$ cat src/sv/uartrx_pkg.sv
`timescale 1ns / 1ps

package uartrx_pkg;

    // field widths
    localparam int BIT_PERIOD_W  = 16;
    localparam int TICK_W        = 17;
    localparam int BIT_IDX_W     = 4;
    localparam int BYTE_W        = 8;
    localparam int FILL_W        = 6;
    localparam int CFG_IDX_W     = 2;
    localparam int DATA_BITS     = 8;

    // defaults
    localparam int FIFO_DEPTH_DEF = 64;
    localparam logic [BIT_PERIOD_W-1:0] BIT_PERIOD_RST = 16'd104;

    // depth of the queue between receiver and fifo
    localparam int QUEUE_DEPTH = 2;

    // configuration register indexes
    localparam logic [CFG_IDX_W-1:0] CFG_BIT_PERIOD = 2'd0;
    localparam logic [CFG_IDX_W-1:0] CFG_ENABLE     = 2'd1;

    // receiver phase
    typedef enum logic [1:0] {
        PH_HUNT,
        PH_DATA,
        PH_WAIT_HIGH
    } t_rx_phase;

    // one classified tick handed from receiver to fifo
    typedef struct packed {
        logic              take;
        logic              got;
        logic [BYTE_W-1:0] data;
    } t_q_item;

endpackage

$ cat src/sv/uartrx_front.sv
`timescale 1ns / 1ps

module uartrx_front (
    input  logic                                  i_clk,
    input  logic                                  i_rst_n,
    input  logic                                  i_cfg_valid,
    output logic                                  o_cfg_ready,
    input  logic [uartrx_pkg::CFG_IDX_W-1:0]      i_cfg_index,
    input  logic [uartrx_pkg::BIT_PERIOD_W-1:0]   i_cfg_data,
    input  logic                                  i_accept,
    input  logic                                  i_rx_level,
    input  logic                                  i_mode,
    output uartrx_pkg::t_q_item                   o_item
);
    import uartrx_pkg::*;

    logic [BIT_PERIOD_W-1:0] r_bit_period;
    logic                    r_enable;
    t_rx_phase               r_phase, n_phase;
    logic [TICK_W-1:0]       r_tick, n_tick;
    logic [BIT_IDX_W-1:0]    r_bit_idx, n_bit_idx;
    logic [BYTE_W-1:0]       r_shift, n_shift;

    logic [TICK_W-1:0]       target;
    logic [TICK_W-1:0]       tick_inc;
    logic [BIT_IDX_W-1:0]    bit_inc;
    logic [BYTE_W-1:0]       shift_new;
    logic                    sample;
    logic                    last_bit;
    logic                    got;

    assign o_cfg_ready = 1'b1;

    // configuration registers
    always_ff @(posedge i_clk) begin
        if (!i_rst_n) begin
            r_bit_period <= BIT_PERIOD_RST;
            r_enable     <= 1'b0;
        end else if (i_cfg_valid) begin
            case (i_cfg_index)
                CFG_BIT_PERIOD: r_bit_period <= i_cfg_data;
                CFG_ENABLE:     r_enable     <= i_cfg_data[0];
                default:        ;
            endcase
        end
    end

    // bit timing: first sample at one and a half periods
    always_comb begin
        if (r_bit_idx == '0) begin
            target = {1'b0, r_bit_period} + {2'b0, r_bit_period[BIT_PERIOD_W-1:1]};
        end else begin
            target = {1'b0, r_bit_period};
        end
        tick_inc  = r_tick + 1'b1;
        bit_inc   = r_bit_idx + 1'b1;
        sample    = (tick_inc >= target);
        last_bit  = (bit_inc >= BIT_IDX_W'(DATA_BITS));
        shift_new = {i_rx_level, r_shift[BYTE_W-1:1]};
    end

    // next phase
    always_comb begin
        n_phase = r_phase;
        case (r_phase)
            PH_HUNT: begin
                if (r_enable && !i_rx_level) n_phase = PH_DATA;
            end
            PH_DATA: begin
                if (sample && last_bit) n_phase = i_rx_level ? PH_HUNT : PH_WAIT_HIGH;
            end
            PH_WAIT_HIGH: begin
                if (i_rx_level) n_phase = PH_HUNT;
            end
            default: n_phase = PH_HUNT;
        endcase
    end

    // datapath and outputs per phase
    always_comb begin
        n_tick    = r_tick;
        n_bit_idx = r_bit_idx;
        n_shift   = r_shift;
        got       = 1'b0;
        case (r_phase)
            PH_HUNT: begin
                if (r_enable && !i_rx_level) begin
                    n_tick    = '0;
                    n_bit_idx = '0;
                    n_shift   = '0;
                end
            end
            PH_DATA: begin
                if (sample) begin
                    n_tick    = '0;
                    n_shift   = shift_new;
                    n_bit_idx = last_bit ? '0 : bit_inc;
                    got       = last_bit;
                end else begin
                    n_tick = tick_inc;
                end
            end
            default: ;
        endcase
    end

    always_ff @(posedge i_clk) begin
        if (!i_rst_n) begin
            r_phase   <= PH_HUNT;
            r_tick    <= '0;
            r_bit_idx <= '0;
            r_shift   <= '0;
        end else if (i_accept) begin
            r_phase   <= n_phase;
            r_tick    <= n_tick;
            r_bit_idx <= n_bit_idx;
            r_shift   <= n_shift;
        end
    end

    // classified item for the fifo side
    assign o_item.take = i_mode;
    assign o_item.got  = got;
    assign o_item.data = shift_new;

endmodule

$ cat src/sv/uartrx_queue.sv
`timescale 1ns / 1ps

module uartrx_queue (
    input  logic                 i_clk,
    input  logic                 i_rst_n,
    input  logic                 i_push,
    input  uartrx_pkg::t_q_item  i_item,
    input  logic                 i_pop,
    output uartrx_pkg::t_q_item  o_item,
    output logic                 o_full,
    output logic                 o_empty
);
    import uartrx_pkg::*;

    localparam int QP_W = $clog2(QUEUE_DEPTH);
    localparam int QC_W = $clog2(QUEUE_DEPTH + 1);

    t_q_item          r_entry [QUEUE_DEPTH];
    logic [QP_W-1:0]  r_wr_ptr;
    logic [QP_W-1:0]  r_rd_ptr;
    logic [QC_W-1:0]  r_count;

    assign o_full  = (r_count == QC_W'(QUEUE_DEPTH));
    assign o_empty = (r_count == '0);
    assign o_item  = r_entry[r_rd_ptr];

    // entries
    always_ff @(posedge i_clk) begin
        if (i_push) r_entry[r_wr_ptr] <= i_item;
    end

    // pointers and count
    always_ff @(posedge i_clk) begin
        if (!i_rst_n) begin
            r_wr_ptr <= '0;
            r_rd_ptr <= '0;
            r_count  <= '0;
        end else begin
            if (i_push) begin
                r_wr_ptr <= (r_wr_ptr == QP_W'(QUEUE_DEPTH - 1)) ? '0 : r_wr_ptr + 1'b1;
            end
            if (i_pop) begin
                r_rd_ptr <= (r_rd_ptr == QP_W'(QUEUE_DEPTH - 1)) ? '0 : r_rd_ptr + 1'b1;
            end
            case ({i_push, i_pop})
                2'b10:   r_count <= r_count + 1'b1;
                2'b01:   r_count <= r_count - 1'b1;
                default: ;
            endcase
        end
    end

endmodule

$ cat src/sv/uartrx_back.sv
`timescale 1ns / 1ps

module uartrx_back #(
    parameter int FIFO_DEPTH = uartrx_pkg::FIFO_DEPTH_DEF
) (
    input  logic                            i_clk,
    input  logic                            i_rst_n,
    input  uartrx_pkg::t_q_item             i_item,
    input  logic                            i_q_empty,
    output logic                            o_pop,
    output logic                            o_valid,
    input  logic                            i_stall,
    output logic [uartrx_pkg::BYTE_W-1:0]   o_read_byte,
    output logic                            o_read_valid,
    output logic [uartrx_pkg::BYTE_W-1:0]   o_front_byte,
    output logic                            o_front_valid,
    output logic [uartrx_pkg::FILL_W-1:0]   o_fill_count,
    output logic                            o_overflow_flag,
    output logic                            o_byte_received
);
    import uartrx_pkg::*;

    localparam int PW = $clog2(FIFO_DEPTH);
    localparam int FW = (PW > FILL_W) ? PW : FILL_W;

    logic [BYTE_W-1:0] r_mem [FIFO_DEPTH];
    logic [PW-1:0]     r_rd_ptr, n_rd_ptr;
    logic [PW-1:0]     r_wr_ptr, n_wr_ptr;
    logic [PW-1:0]     r_count, n_count;
    logic [PW-1:0]     count_after_rd;
    logic              r_dropped;
    logic [BYTE_W-1:0] r_head;
    logic              r_out_valid;
    logic [BYTE_W-1:0] r_rd_byte;
    logic              r_rd_valid;
    logic              r_got;

    logic              step;
    logic              do_rd;
    logic              full;
    logic              do_wr;
    logic              head_bypass;
    logic [FW-1:0]     fill_ext;

    // take the next item when the result slot is free or being taken
    assign step  = !i_q_empty && (!r_out_valid || !i_stall);
    assign o_pop = step;

    // fifo update: read first, then the arriving byte
    always_comb begin
        do_rd          = i_item.take && (r_count != '0);
        count_after_rd = r_count - PW'(do_rd);
        n_rd_ptr       = r_rd_ptr;
        if (do_rd) begin
            n_rd_ptr = (r_rd_ptr == PW'(FIFO_DEPTH - 1)) ? '0 : r_rd_ptr + 1'b1;
        end
        full     = (count_after_rd == PW'(FIFO_DEPTH - 1));
        do_wr    = i_item.got && !full;
        n_wr_ptr = r_wr_ptr;
        if (do_wr) begin
            n_wr_ptr = (r_wr_ptr == PW'(FIFO_DEPTH - 1)) ? '0 : r_wr_ptr + 1'b1;
        end
        n_count     = count_after_rd + PW'(do_wr);
        head_bypass = do_wr && (r_wr_ptr == n_rd_ptr);
    end

    // byte store and head read
    always_ff @(posedge i_clk) begin
        if (step) begin
            if (do_wr) r_mem[r_wr_ptr] <= i_item.data;
            r_head <= head_bypass ? i_item.data : r_mem[n_rd_ptr];
        end
    end

    // read result payload
    always_ff @(posedge i_clk) begin
        if (step) begin
            r_rd_byte  <= do_rd ? r_head : '0;
            r_rd_valid <= do_rd;
            r_got      <= i_item.got;
        end
    end

    // control state
    always_ff @(posedge i_clk) begin
        if (!i_rst_n) begin
            r_rd_ptr    <= '0;
            r_wr_ptr    <= '0;
            r_count     <= '0;
            r_dropped   <= 1'b0;
            r_out_valid <= 1'b0;
        end else begin
            if (step) begin
                r_rd_ptr  <= n_rd_ptr;
                r_wr_ptr  <= n_wr_ptr;
                r_count   <= n_count;
                r_dropped <= r_dropped | (i_item.got && full);
            end
            if (step) begin
                r_out_valid <= 1'b1;
            end else if (!i_stall) begin
                r_out_valid <= 1'b0;
            end
        end
    end

    // result fields
    assign fill_ext        = FW'(r_count);
    assign o_valid         = r_out_valid;
    assign o_read_byte     = r_rd_byte;
    assign o_read_valid    = r_rd_valid;
    assign o_front_valid   = (r_count != '0);
    assign o_front_byte    = o_front_valid ? r_head : '0;
    assign o_fill_count    = fill_ext[FILL_W-1:0];
    assign o_overflow_flag = r_dropped;
    assign o_byte_received = r_got;

endmodule

$ cat src/sv/uart_receiver_with_fifo.sv
`timescale 1ns / 1ps
// an accepted tick enters the queue, then its result is registered when the fifo side takes it
// throughput: one tick per cycle while nothing stalls; the fifo update has a registered head read
// a two-entry queue parts the receiver from the fifo, so each side stalls on its own
// reset: i_rst_n synchronous, active low; clears phase, counters, pointers and the overflow flag
// the byte store is not cleared and needs no clearing pass
module uart_receiver_with_fifo #(
    parameter int FIFO_DEPTH = uartrx_pkg::FIFO_DEPTH_DEF
) (
    input  logic                                i_clk,
    input  logic                                i_rst_n,
    input  logic                                i_valid,
    output logic                                o_stall,
    input  logic                                i_rx_level,
    input  logic                                i_mode,
    output logic                                o_valid,
    input  logic                                i_stall,
    output logic [uartrx_pkg::BYTE_W-1:0]       o_read_byte,
    output logic                                o_read_valid,
    output logic [uartrx_pkg::BYTE_W-1:0]       o_front_byte,
    output logic                                o_front_valid,
    output logic [uartrx_pkg::FILL_W-1:0]       o_fill_count,
    output logic                                o_overflow_flag,
    output logic                                o_byte_received,
    input  logic                                i_cfg_valid,
    output logic                                o_cfg_ready,
    input  logic [uartrx_pkg::CFG_IDX_W-1:0]    i_cfg_index,
    input  logic [uartrx_pkg::BIT_PERIOD_W-1:0] i_cfg_data
);
    import uartrx_pkg::*;

    t_q_item front_item;
    t_q_item back_item;
    logic    accept;
    logic    q_full;
    logic    q_empty;
    logic    q_pop;

    assign o_stall = q_full;
    assign accept  = i_valid && !q_full;

    // receiver front
    uartrx_front u_front (
        .i_clk       (i_clk),
        .i_rst_n     (i_rst_n),
        .i_cfg_valid (i_cfg_valid),
        .o_cfg_ready (o_cfg_ready),
        .i_cfg_index (i_cfg_index),
        .i_cfg_data  (i_cfg_data),
        .i_accept    (accept),
        .i_rx_level  (i_rx_level),
        .i_mode      (i_mode),
        .o_item      (front_item)
    );

    // queue between front and fifo
    uartrx_queue u_queue (
        .i_clk   (i_clk),
        .i_rst_n (i_rst_n),
        .i_push  (accept),
        .i_item  (front_item),
        .i_pop   (q_pop),
        .o_item  (back_item),
        .o_full  (q_full),
        .o_empty (q_empty)
    );

    // fifo back end
    uartrx_back #(
        .FIFO_DEPTH (FIFO_DEPTH)
    ) u_back (
        .i_clk           (i_clk),
        .i_rst_n         (i_rst_n),
        .i_item          (back_item),
        .i_q_empty       (q_empty),
        .o_pop           (q_pop),
        .o_valid         (o_valid),
        .i_stall         (i_stall),
        .o_read_byte     (o_read_byte),
        .o_read_valid    (o_read_valid),
        .o_front_byte    (o_front_byte),
        .o_front_valid   (o_front_valid),
        .o_fill_count    (o_fill_count),
        .o_overflow_flag (o_overflow_flag),
        .o_byte_received (o_byte_received)
    );

    // queue never reports full and empty at once
    a_queue_state: assert property (@(posedge i_clk) disable iff (!i_rst_n)
        !(q_full && q_empty))
        else $error("queue full and empty together");

    // a result appears only after the queue held an item
    a_valid_source: assert property (@(posedge i_clk) disable iff (!i_rst_n)
        $rose(o_valid) |-> $past(!q_empty))
        else $error("result without queued item");

    // overflow flag is sticky
    a_overflow_sticky: assert property (@(posedge i_clk) disable iff (!i_rst_n)
        o_overflow_flag |=> o_overflow_flag)
        else $error("overflow flag cleared");

    // an empty fifo never shows a front byte
    a_front_empty: assert property (@(posedge i_clk) disable iff (!i_rst_n)
        !o_front_valid |-> (o_front_byte == '0))
        else $error("front byte without entry");

endmodule

$ cat config.mk
export PLATFORM = sky130hd
export DESIGN_NAME = uart_receiver_with_fifo
export DESIGN_NICKNAME = d
export VERILOG_FILES = /design/src/sv/uartrx_pkg.sv /design/src/sv/uartrx_front.sv /design/src/sv/uartrx_queue.sv /design/src/sv/uartrx_back.sv /design/src/sv/uart_receiver_with_fifo.sv
export SDC_FILE = /design/constraint.sdc
export NUM_CORES = 1
export LEC_CHECK = 0
export ABC_AREA = 1
export BUFFER_PORTS_ARGS = -buffer_cell sky130_fd_sc_hd__buf_2
export CAP_MARGIN = 15
export CORE_UTILIZATION = 32
export DETAILED_ROUTE_END_ITERATION = 16
export GPL_ROUTABILITY_DRIVEN = 0
export GPL_TIMING_DRIVEN = 0
export HOLD_SLACK_MARGIN = 0.08
export RECOVER_POWER = 25
export SYNTH_ARGS = -nofsm -noshare
export SYNTH_HDL_FRONTEND = slang
export SYNTH_SLANG_ARGS = --single-unit
$ cat constraint.sdc
create_clock -name i_clk -period 5.1 [get_ports i_clk]
set_input_delay 1.02 -clock i_clk [delete_from_list [all_inputs] [get_ports i_clk]]
set_output_delay 1.02 -clock i_clk [all_outputs]
set_load 0.05 [all_outputs]
==> impl_metrics.yaml <==
run:
  cap_violations: 6
global_routing:
  grt-ovfl-total: 0
  grtUsageTotal_pct: 18.6
  grt_antenna_before_repair: 0
  first_global_vias: 20100
  grt_first_pass_wirelength_um: 127000
  grt_max_degree: 66
floorplanning:
  die_x_um: 303
  core_um2: 89900
  dieArea_um2: 91900
  fp-row-count: 110
  start_util_pct: 32.3
  die_y_um: 303
  ios: 54
cts:
  postCtsSetupRepairBufs: 0
  clock_sinks: 622
  hold_buffers: 0
  clk_pin_slew_ps: 60
  insertion_delay_ps: 630
  ctsHtreeMaxLevel: 3
  cts_resized: 0
  root_buffer: "clkbuf_16"
  cts_buffers: 70
  clk_path_buf_depth: 3
  cts_tree: "yes"
detailed_routing:
  avgViaCountPerCell: 4.94
  ant_nets: 0
  drcViolationCount: 0
  wl_per_cell_um: 19.7
  wirelength_um: 86300
  dr_total_vias: 21600
  drtIter0Drc: 2649
  dr.pass1.iters: 5
synth:
  syn_inst: 3014
  netlist.area_leader.share_pct: 56.9
  synth.most_common_cell: "nand2_1"
  avgSynthCellArea_um2: 9.63
  ys_ff_latch: 622
  yosys_most_used_dff: "edfxtp_1"
  syn_nets: 3084
  synth_common_cells: "635 x nand2_1, 596 x nand3_1, 558 x inv_1"
  synthTopCellsByArea: "edfxtp_1 57%, nand3_1 10%, nand2_1 8.2%"
  synthDistinctLibCells: 50
  seq_area_frac_synth_pct: 61.9
  synth.yosys.warnings: 0
  synth_edf_count: 550
  syn_area_um2: 29000
  synthArstFlopShare_pct: 0
  yosys.area.top_type: "edfxtp_1"
setup_path:
  start_kind: "flop"
  end_kind: "flop"
  arrival_ps: 5020
  worst-path-max-fanout: 8
  crit_start: "u_back.o_fill_count[3]"
  crit_family: "simple AND/OR/NAND/NOR gates"
  crit_slowest_cell: "nor2_1"
  r2r_start: "u_back.o_fill_count[3]"
  path_common_cell: "nor2_1"
  cpPeakStageDelay_ps: 1140
  path_buf_inv: 2
  crit_chain: "nor2_1, nand3_1, nand2_1, inv_2, ha_1, ha_1, xnor2_1, nor2_1, nand4_1, nand2_1, inv_1, nand4_1, nor2_1"
  critical_path_class: "reg -> reg"
  worstPathRequired_ps: 5330
cells_and_area:
  fillers: 8982
  antenna_cells: 0
  drive_gt1_share_pct: 7.86
  area_growth_syn_to_layout_pct: 13.4
  design_area_um2: 32900
  final_nets: 3211
sta:
  drv_slew: 351
  rsz0062_at_grt: "false"
  fin_skew_ps: 35.0
  finalCriticalPeriod_ps: 4790
  tightest_slew_ps: 2730
  clock.fmax_mhz: 209
  hold_viol_final: 0
  max-slew-margin-rel_pct: -82.1
  finalCritPeriodShare_pct: 94.0
  setup_violations: 0
  setup_slack_ps: 307
  tns_ps: 0
power:
  power_density_nw_per_um2: 674
  pwr-share-clk_pct: 21.7
  vdd_drop_max_mv: 0.499
  p_comb_share_pct: 49.5
  p_sw_share_pct: 47.8
  cell_internal_pwr_mw: 11.6
  p_leak_nw: 13.9
  p_sw_mw: 10.6
  seqPwrFrac_pct: 28.8
run_status:
  outcome: "finished with violations"
  violations: "max-capacitance violations, max-slew violations"
place:
  post-dp-hpwl_um: 58300
  place_area_um2: 30800
  portBuffers: 51
  pre_cts_ws_ps: 479
min_path:
  worst_hold_path_type: "reg -> reg"
  min_from: "u_queue.r_rd_ptr"
## logic make-up (layout without fill, tap and decap cells)
| family | count (synthesis) | in the layout | synth area share (%) |
|---|---|---|---|
| simple gates | 1465 | 1465 | 22.6 |
| buf+inv | 704 | 883 | 9.66 |
| flops | 622 | 622 | 61.9 |
| compound gates | 133 | 133 | 2.48 |
| fa+ha+maj | 45 | 45 | 1.97 |
| xor+xnor | 35 | 35 | 1.08 |
| mux | 9 | 9 | 0.345 |
| other cells | 1 | 1 | 0.0129 |
## per-layer routing
metal	GRT usage, %	up-vias	routed length (um)
li1	-	10200	-
met3	3.46	198	7900
met5	0	-	0
met1	24.7	10200	35400
met2	30.4	1001	40100
met4	6.27	0	2840
## per-stage QoR
step | utilization, % | hold WS (ps) | std cells | power [mW]
finish | 36.6 | 460 | 4369 | 22.2
global route | 36.6 | 477 | 4369 | 23.0
CTS | 36.7 | 448 | 4368 | 21.9
detailed placement | 34.3 | 440 | 4244 | 17.2
global placement | 34.2 | 436 | 4241 | 17.1
floorplan | - | 426 | 3014 | 12.8
## power groups by stage
| stage | Sequential, mW | Combinational [mW] | Clock, mW |
|---|---|---|---|
| floorplan | 6.66 | 6.16 | 0 |
| global placement | 6.48 | 10.6 | 0 |
| detailed placement | 6.46 | 10.7 | 0 |
| CTS | 6.36 | 10.8 | 4.83 |
| global route | 6.42 | 11.6 | 5.03 |
| finish | 6.39 | 11.0 | 4.80 |
## worst paths after layout
| kind | to | slack (ps) | cells after the start |
|---|---|---|---|
| max | u_back.r_mem[54][1] | 310 | 13 |
| min | flop | 460 | 1 |
| max reg2reg | u_back.r_mem[54][1] | 310 | 13 |
| min reg2reg | flop | 460 | 1 |
## flip-flops by register name, summed over array words and instances (netlist names), 2 cells and up, named ones only
name	cells
u_queue.r_count	2
u_back.r_mem	512
u_front.r_tick	17
u_front.r_bit_idx	4
u_back.r_head	8
u_queue.r_entry	20
u_front.r_phase	2
u_back.o_fill_count	6
u_back.r_rd_ptr	6
u_back.r_wr_ptr	6
u_back.o_read_byte	8
u_front.r_bit_period	16
u_front.r_shift	7
## area by class of cell
| type | instances | area, um^2 | share of cell area [%] |
|---|---|---|---|
| tap | 1176 | 1470 | 4.47 |
| clock buffer | 85 | 1820 | 5.52 |
| multi-input combinational | 1688 | 8270 | 25.1 |
| timing repair buffer | 56 | 292 | 0.885 |
| clock inverter | 39 | 320 | 0.973 |
| inverter | 567 | 2130 | 6.46 |
| sequential | 622 | 18000 | 54.5 |
| buffer | 136 | 666 | 2.02 |
## layout by cell type (no fill, tap or decap), drive strengths merged, types with 11 or more instances in the layout
cell type | netlist | final
nand2 | 639 | 639
nand3 | 599 | 599
inv | 562 | 564
edfxtp | 550 | 550
nor2 | 146 | 146
clkbuf | 51 | 142
buf | 86 | 135
dfxtp | 72 | 72
a21oi | 64 | 64
o21ai | 55 | 55
ha | 44 | 44
clkinv | 5 | 39
nand3b | 33 | 33
xor2 | 24 | 24
nand4 | 22 | 22
nor3 | 16 | 16
xnor2 | 11 | 11
(Power assumes the default switching activity.)
